--- config.mk ---
export PLATFORM = sky130hd
export DESIGN_NAME = multi_channel_step_pulse_scheduler_core
export DESIGN_NICKNAME = d
export VERILOG_FILES = /design/src/rtl/core/mcsps_pkg.sv /design/src/rtl/core/mcsps_seq.sv /design/src/rtl/core/multi_channel_step_pulse_scheduler_core.sv
export SDC_FILE = /design/constraint.sdc
export NUM_CORES = 1
export LEC_CHECK = 0
export BUFFER_PORTS_ARGS = -buffer_cell sky130_fd_sc_hd__buf_4
export CORE_UTILIZATION = 59
export CTS_CLUSTER_SIZE = 28
export DETAILED_ROUTE_END_ITERATION = 7
export HOLD_SLACK_MARGIN = 0.15
export PLACE_DENSITY = 0.79
export SETUP_SLACK_MARGIN = 0.15
export SLEW_MARGIN = 20
export SYNTH_ARGS = -nofsm -noshare
export SYNTH_HDL_FRONTEND = slang
export SYNTH_SLANG_ARGS = --single-unit
--- constraint.sdc ---
create_clock -name clock -period 5.58 [get_ports clock]
set_input_delay 1.116 -clock clock [delete_from_list [all_inputs] [get_ports clock]]
set_output_delay 1.116 -clock clock [all_outputs]
set_load 0.1 [all_outputs]
--- src/rtl/core/mcsps_pkg.sv ---
`timescale 1ns / 1ps
`default_nettype none
// ----------------------------------------------------------------------------
// mcsps_pkg
// Types, control word layout and microprogram of the step pulse scheduler.
// ----------------------------------------------------------------------------
package mcsps_pkg;

   localparam int PIN_W   = 8;   // width of each pin byte
   localparam int TICK_W  = 8;   // tick counter, due tick, period, step count
   localparam int CHAN_W  = 3;   // channel field width
   localparam int PC_W    = 3;   // microprogram counter
   localparam logic [PIN_W-1:0]  ALL_INACTIVE  = 8'hff;
   localparam logic [TICK_W-1:0] REVERSE_RESET = 8'd75;

   // input operation codes
   localparam logic OP_TICK = 1'b0;
   localparam logic OP_SET  = 1'b1;

   // datapath actions
   localparam logic [2:0] A_NONE = 3'd0;
   localparam logic [2:0] A_WAIT = 3'd1;
   localparam logic [2:0] A_TICK = 3'd2;
   localparam logic [2:0] A_SCAN = 3'd3;
   localparam logic [2:0] A_SET  = 3'd4;
   localparam logic [2:0] A_EMIT = 3'd5;

   // jump conditions
   localparam logic [1:0] C_ALWAYS = 2'd0;
   localparam logic [1:0] C_ACCEPT = 2'd1;
   localparam logic [1:0] C_LAST   = 2'd2;
   localparam logic [1:0] C_FREE   = 2'd3;

   // microprogram addresses
   localparam logic [PC_W-1:0] PC_WAIT = 3'd0;
   localparam logic [PC_W-1:0] PC_TICK = 3'd1;
   localparam logic [PC_W-1:0] PC_SCAN = 3'd2;
   localparam logic [PC_W-1:0] PC_SET  = 3'd3;
   localparam logic [PC_W-1:0] PC_EMIT = 3'd4;

   typedef struct packed {
      logic [2:0]      action;
      logic [1:0]      cond;
      logic [PC_W-1:0] target;
   } ctl_word_type;

   typedef struct packed {
      logic accepted;
      logic op_set;
      logic last_chan;
      logic out_free;
   } seq_status_type;

   function automatic ctl_word_type ucode_rom(input logic [PC_W-1:0] pc);
      ctl_word_type w;
      w = '{action: A_NONE, cond: C_ALWAYS, target: PC_WAIT};
      case (pc)
         // accepted tick falls through to PC_TICK, set jumps
         PC_WAIT: w = '{action: A_WAIT, cond: C_ACCEPT, target: PC_SET};
         PC_TICK: w = '{action: A_TICK, cond: C_ALWAYS, target: PC_SCAN};
         PC_SCAN: w = '{action: A_SCAN, cond: C_LAST,   target: PC_EMIT};
         PC_SET:  w = '{action: A_SET,  cond: C_ALWAYS, target: PC_EMIT};
         PC_EMIT: w = '{action: A_EMIT, cond: C_FREE,   target: PC_WAIT};
         default: w = '{action: A_NONE, cond: C_ALWAYS, target: PC_WAIT};
      endcase
      return w;
   endfunction

endpackage
`default_nettype wire

--- src/rtl/core/mcsps_seq.sv ---
`timescale 1ns / 1ps
`default_nettype none
// ----------------------------------------------------------------------------
// mcsps_seq
// Microprogram counter and control store; issues one control word per cycle.
// ----------------------------------------------------------------------------
module mcsps_seq (
   input  wire                       clock,
   input  wire                       reset,
   input  mcsps_pkg::seq_status_type status,
   output mcsps_pkg::ctl_word_type   ctl
);
   import mcsps_pkg::*;

   logic [PC_W-1:0] pc_ff;
   logic [PC_W-1:0] pc_in;

   assign ctl = ucode_rom(pc_ff);

   always_comb begin
      pc_in = pc_ff;
      unique case (ctl.cond)
         C_ALWAYS: pc_in = ctl.target;
         C_ACCEPT: begin
            if (status.accepted) begin
               pc_in = status.op_set ? ctl.target : pc_ff + PC_W'(1);
            end
         end
         C_LAST: begin
            if (status.last_chan) begin
               pc_in = ctl.target;
            end
         end
         C_FREE: begin
            if (status.out_free) begin
               pc_in = ctl.target;
            end
         end
      endcase
   end

   always_ff @(posedge clock) begin
      if (reset) begin
         pc_ff <= PC_WAIT;
      end else begin
         pc_ff <= pc_in;
      end
   end

endmodule
`default_nettype wire

--- src/rtl/core/multi_channel_step_pulse_scheduler_core.sv ---
`timescale 1ns / 1ps
`default_nettype none
// sequence: a tick transaction passes through TICK, a scan of every channel and EMIT,
//   which waits for a free output, before its result is registered; a set goes through SET and EMIT
// a new request is taken only after EMIT has issued the result of the last one;
//   the scan visits one channel per cycle through a single compare/add datapath
// reset: synchronous; tick counter, periods, due ticks and step counts clear,
//   step pins all high, direction pins low, reverse limit 75
// ----------------------------------------------------------------------------
// multi_channel_step_pulse_scheduler_core
// Multi-channel stepper pulse scheduler driven by a small microprogram.
// ----------------------------------------------------------------------------
module multi_channel_step_pulse_scheduler_core #(
   parameter int CHANNELS = 8
) (
   input  wire         clock,
   input  wire         reset,
   input  wire         req_tvalid,
   output logic        req_tready,
   input  wire  [15:0] req_tdata,   // [2:0] channel, [10:3] period, rest zero
   input  wire         req_tuser,   // [0] operation
   output logic        rsp_tvalid,
   input  wire         rsp_tready,
   output logic [15:0] rsp_tdata,   // [7:0] step_pins, [15:8] direction_pins
   input  wire         csr_we,
   input  wire  [7:0]  csr_wdata
);
   import mcsps_pkg::*;

   localparam int IDX_W = (CHANNELS > 1) ? $clog2(CHANNELS) : 1;
   localparam logic [CHAN_W:0] CH_LIMIT = (CHAN_W+1)'(CHANNELS);
   localparam logic [IDX_W-1:0] LAST_IDX = IDX_W'(CHANNELS - 1);

   ctl_word_type   ctl;
   seq_status_type status;

   logic [TICK_W-1:0] limit_ff;
   logic [TICK_W-1:0] tick_ff, tick_in;
   logic [TICK_W-1:0] period_ff [CHANNELS];
   logic [TICK_W-1:0] period_in [CHANNELS];
   logic [TICK_W-1:0] due_ff    [CHANNELS];
   logic [TICK_W-1:0] due_in    [CHANNELS];
   logic [TICK_W-1:0] count_ff  [CHANNELS];
   logic [TICK_W-1:0] count_in  [CHANNELS];
   logic [PIN_W-1:0]  step_ff, step_in;
   logic [PIN_W-1:0]  dir_ff, dir_in;
   logic [CHAN_W-1:0] ch_ff, ch_in;
   logic [TICK_W-1:0] per_ff, per_in;
   logic [IDX_W-1:0]  chan_ff, chan_in;
   logic              rsp_valid_ff, rsp_valid_in;
   logic [15:0]       rsp_data_ff, rsp_data_in;

   logic              accepted;
   logic              out_free;
   logic              last_chan;
   logic [PIN_W-1:0]  chan_mask;
   logic [TICK_W-1:0] count_next;

   assign accepted   = req_tvalid & req_tready;
   assign out_free   = ~rsp_valid_ff | rsp_tready;
   assign last_chan  = (chan_ff == LAST_IDX);
   assign chan_mask  = PIN_W'(1) << chan_ff;
   assign count_next = count_ff[chan_ff] + TICK_W'(1);

   assign status = '{accepted: accepted, op_set: (req_tuser == OP_SET),
                     last_chan: last_chan, out_free: out_free};

   mcsps_seq u_seq (
      .clock  (clock),
      .reset  (reset),
      .status (status),
      .ctl    (ctl)
   );

   assign req_tready = (ctl.action == A_WAIT);
   assign rsp_tvalid = rsp_valid_ff;
   assign rsp_tdata  = rsp_data_ff;

   always_comb begin
      tick_in     = tick_ff;
      period_in   = period_ff;
      due_in      = due_ff;
      count_in    = count_ff;
      step_in     = step_ff;
      dir_in      = dir_ff;
      ch_in       = ch_ff;
      per_in      = per_ff;
      chan_in     = chan_ff;
      rsp_data_in = rsp_data_ff;
      unique case (ctl.action)
         A_WAIT: begin
            if (accepted) begin
               ch_in  = req_tdata[2:0];
               per_in = req_tdata[10:3];
            end
         end
         A_TICK: begin
            tick_in = tick_ff + TICK_W'(1);
            step_in = ALL_INACTIVE;
            chan_in = '0;
         end
         A_SCAN: begin
            if (period_ff[chan_ff] != '0 && due_ff[chan_ff] == tick_ff) begin
               due_in[chan_ff] = due_ff[chan_ff] + period_ff[chan_ff];
               step_in = step_ff & ~chan_mask;
               // reversal once the count passes the limit
               if (count_next > limit_ff) begin
                  dir_in            = dir_ff ^ chan_mask;
                  count_in[chan_ff] = '0;
               end else begin
                  count_in[chan_ff] = count_next;
               end
            end
            chan_in = last_chan ? '0 : chan_ff + IDX_W'(1);
         end
         A_SET: begin
            if ({1'b0, ch_ff} < CH_LIMIT) begin
               period_in[ch_ff[IDX_W-1:0]] = per_ff;
               due_in[ch_ff[IDX_W-1:0]]    = per_ff + tick_ff;
            end
         end
         A_EMIT: begin
            if (out_free) begin
               rsp_data_in = {dir_ff, step_ff};
            end
         end
         default: begin
         end
      endcase
   end

   always_comb begin
      rsp_valid_in = rsp_valid_ff;
      if (ctl.action == A_EMIT && out_free) begin
         rsp_valid_in = 1'b1;
      end else if (rsp_tready) begin
         rsp_valid_in = 1'b0;
      end
   end

   always_ff @(posedge clock) begin
      if (reset) begin
         limit_ff     <= REVERSE_RESET;
         tick_ff      <= '0;
         step_ff      <= ALL_INACTIVE;
         dir_ff       <= '0;
         chan_ff      <= '0;
         rsp_valid_ff <= 1'b0;
         for (int i = 0; i < CHANNELS; i++) begin
            period_ff[i] <= '0;
            due_ff[i]    <= '0;
            count_ff[i]  <= '0;
         end
      end else begin
         if (csr_we) begin
            limit_ff <= csr_wdata;
         end
         tick_ff      <= tick_in;
         step_ff      <= step_in;
         dir_ff       <= dir_in;
         chan_ff      <= chan_in;
         rsp_valid_ff <= rsp_valid_in;
         period_ff    <= period_in;
         due_ff       <= due_in;
         count_ff     <= count_in;
      end
   end

   always_ff @(posedge clock) begin
      ch_ff       <= ch_in;
      per_ff      <= per_in;
      rsp_data_ff <= rsp_data_in;
   end

`ifndef ASSERT_OFF
   // one item at a time: no acceptance right after an acceptance
   assert property (@(posedge clock) disable iff (reset)
      (req_tvalid && req_tready) |=> !req_tready)
      else $error("back-to-back acceptance");

   // unused channels keep their step bit released
   assert property (@(posedge clock) disable iff (reset)
      rsp_tvalid |->
         ((rsp_tdata[7:0] | (ALL_INACTIVE >> (PIN_W - CHANNELS))) == ALL_INACTIVE))
      else $error("step pin of unused channel driven");

   // scan index stays on a real channel
   assert property (@(posedge clock) disable iff (reset)
      ({1'b0, chan_ff} <= (IDX_W+1)'(CHANNELS - 1)))
      else $error("scan index out of range");
`endif

endmodule
`default_nettype wire

==> flow_summary.json <==
{
  "outcome": "complete, no violations",
  "r2r_end": "count_ff[28]",
  "mostFrequentLayoutCell": "sky130_fd_sc_hd__nand2_1",
  "yosysSeqAreaShare_pct": 41.9,
  "viasPerCell": 6.41,
  "drt_drc_violations_left": 0,
  "slew_violations": 0,
  "globalplace.congestion": 0.975,
  "syn_area_per_cell_um2": 9.32,
  "die_area_um2": 22600,
  "placement.io_buffers": 42,
  "netlist_area_um2": 13000,
  "wl_per_cell_um": 20.6,
  "worst-endpoint-required_ps": 6050,
  "cts_setup_buffers": 0,
  "async_set_or_reset_register_ratio_after_synthesis_pct": 0,
  "topRoutingLayerUsed": "met4",
  "worst_ep_arrival_time_ps": 5100,
  "initial_core_utilization_pct": 61.0,
  "critical_path_launch_point_type": "flop",
  "detail_route.wirelength_um": 34400,
  "path_class": "flop to flop",
  "clk_latency_ps": 550,
  "cell_accounting_for_the_most_synthesized_area": "sky130_fd_sc_hd__dfxtp_1",
  "mappedNetlistNets": 1461,
  "worst-slew-pin-transition_ps": 1060,
  "worstRegToRegCells": 9,
  "hold_viol": 0,
  "placeable_core_region_um2": 21300,
  "cp_cell_sequence": "buf_4 -> mux4_2 -> or4_1 -> nor2_1 -> o221ai_1 -> o211ai_2 -> or3_1 -> or3_1 -> mux2i_1",
  "global_route.usage.total_pct": 30.7,
  "post_route_cells_drive_above_1_share_pct": 13.4,
  "cts_tree": "yes",
  "synth_area_leaders": "sky130_fd_sc_hd__dfxtp_1 36%, sky130_fd_sc_hd__mux2i_1 7.4%, sky130_fd_sc_hd__nand2_1 7.2%",
  "ys_warn_count": 0,
  "cell_occurring_most_often_along_the_worst_timing_path": "sky130_fd_sc_hd__or3_1",
  "syn-instance-count": 1393,
  "layoutNonFillerInstCount": 1675,
  "reg2reg_setup_slack_ps": 950,
  "vdd.ir_drop.worst_uv": 516,
  "power.total_w": 0.00511,
  "endpoint_kind": "flop",
  "postSynthRegisterBits": 258,
  "critical_path_cell_count": 9,
  "firstDrtPassIters": 6,
  "r2r_start": "chan_ff[0]",
  "timing.critical_path.buf_inv": 1,
  "utilization_pct": 66.6,
  "dp_cells": 1626,
  "cts_sinks": 258,
  "fin_worst_skew_ps": 11.3,
  "first_pass_grt_wire_length_um": 54200,
  "fin_crit_sh_pct": 83.1,
  "number_of_vias_after_detailed_routing": 10736,
  "timing.hold.worst_path_depth": 0,
  "ctsHtreeMaxLevel": 1,
  "crit_slowest_cell": "sky130_fd_sc_hd__dfxtp_4",
  "antenna_cells": 0,
  "nets": 1448,
  "first_global_vias": 10188,
  "met2RoutedLength_um": 16400,
  "total_leakage_power_nw": 5.35,
  "floorplan.die.width_um": 150,
  "finalSetupViolCount": 0,
  "die_h_um": 150,
  "worstHoldStart": "step_ff[0]",
  "period_minus_slack_ps": 4630,
  "grt.overflow.total": 0,
  "family_with_the_most_delay_on_the_worst_path": "simple AND/OR/NAND/NOR gates",
  "cts_root_buf": "sky130_fd_sc_hd__clkbuf_16",
  "max-slew-margin-rel_pct": 28.6,
  "post-synth-top-area-fraction_pct": 35.6,
  "mostFrequentLayoutCells": "250 x sky130_fd_sc_hd__nand2_1, 228 x sky130_fd_sc_hd__dfxtp_1, 96 x sky130_fd_sc_hd__mux2i_1",
  "totalNegativeSetupSlack_ps": 0,
  "drt-initial-drc-count": 808,
  "grt_start_max_net_pins": 89,
  "crit_fanout": 48,
  "grt_setup_unrepaired": "false",
  "cts_max_path_buffers": 3,
  "dr_wl_met3_um": 2450,
  "timing.hold.worst.class": "flop to flop",
  "powerDensity_nw_per_um2": 360,
  "cap_violations": 0,
  "postRouteAntennaNets": 0,
  "wl_met1_um": 14300,
  "place.detailed.hpwl_um": 22800,
  "post_synth_num_cell_types": 77,
  "ioPinCount": 48,
  "numCtsBuffers": 27,
  "post_cts_resized": 0,
  "placement_rows": 53,
  "synth_enable_flop_cells": 27,
  "critical-path-max-stage-delay_ps": 870,
  "min_delay_worst_endpoint": "rsp_tdata[0]",
  "antenna_found_initial": 0,
  "area_growth_syn_to_layout_pct": 9.27,
  "cts.hold.buffers_added": 0,
  "synth_flop_cell": "sky130_fd_sc_hd__dfxtp_1",
  "clock_slew_at_the_register_clock_pins_of_the_worst_setup_and_hold_paths_ps": 60,
  "fmax_mhz": 216
}
## metal layers
layer,global-route usage [%],vias to the layer above
met1,39.0,5161
met5,0,-
met3,4.36,95
li1,-,5041
met4,12.3,0
met2,52.3,439
## layout make-up
| class | instances | area [um^2] |
|---|---|---|
| sequential | 258 | 5440 |
| multi-input combinational | 990 | 6890 |
| clock buffer | 39 | 761 |
| clock inverter | 10 | 103 |
| inverter | 34 | 129 |
| tap | 275 | 344 |
| timing repair buffer | 69 | 518 |
| fill | 1699 | 7100 |
## worst max-delay path by stage
stage	slack, ps	from	end
6_report	950	chan_ff[0]	count_ff[28]
5_1_grt	800	chan_ff[0]	count_ff[31]
4_1_cts	1000	chan_ff[0]	count_ff[49]
3_5_place_dp	1020	chan_ff[0]	count_ff[49]
3_3_place_gp	1060	chan_ff[0]	count_ff[52]
2_1_floorplan	1510	chan_ff[0]	count_ff[40]
## power breakdown
group / internal, W / leakage (nW) / switching, W
clock: 0.00104 / 0.429 / 0.000746
combinational: 0.000387 / 2.83 / 0.000813
sequential: 0.00196 / 2.09 / 0.000164
## cell families (layout without fill, tap and decap cells)
kind of cell | count (synthesis) | after routing | synth area share (%)
AOI/OAI and AO/OA | 338 | 338 | 18.2
xor gates and xnor gates | 31 | 31 | 2.09
adders and majority gates | 38 | 38 | 3.78
buffers and inverters | 145 | 152 | 5.29
DFF | 258 | 258 | 41.9
muxes | 131 | 131 | 12.8
and+or+nand+nor | 452 | 452 | 16.0
## registers in the layout (all words and copies together) (netlist names), 8 cells and up
| signal | cells |
|---|---|
| limit_ff | 8 |
| period_ff | 64 |
| dir_ff | 8 |
| due_ff | 64 |
| rsp_tdata | 16 |
| step_ff | 8 |
| count_ff | 64 |
| tick_ff | 8 |
| per_ff | 8 |
## synthesized netlist by cell type (all sizes together), types with 10 or more instances
cell / count
a211oi: 12
a21oi: 94
a22oi: 22
a31o: 12
buf: 42
clkbuf: 69
dfxtp: 231
edfxtp: 27
ha: 36
inv: 33
mux2i: 97
mux4: 26
nand2: 251
nand2b: 10
nand3: 29
nor2: 58
nor3: 33
o211a: 20
o21ai: 48
o221ai: 21
o22ai: 21
o311ai: 12
o41ai: 11
xnor2: 24
## stage by stage
| stage | cell area, um^2 | setup WS, ps | hold slack [ps] |
|---|---|---|---|
| 4_1_cts | 14200 | 1000 | 425 |
| 5_1_grt | 14200 | 800 | 429 |
| 6_report | 14200 | 945 | 423 |
| 2_1_floorplan | 13000 | 1510 | 402 |
| 3_5_place_dp | 13300 | 1020 | 410 |
| 3_3_place_gp | 13300 | 1060 | 409 |
No activity file was read; power rests on OpenSTA's default activity.
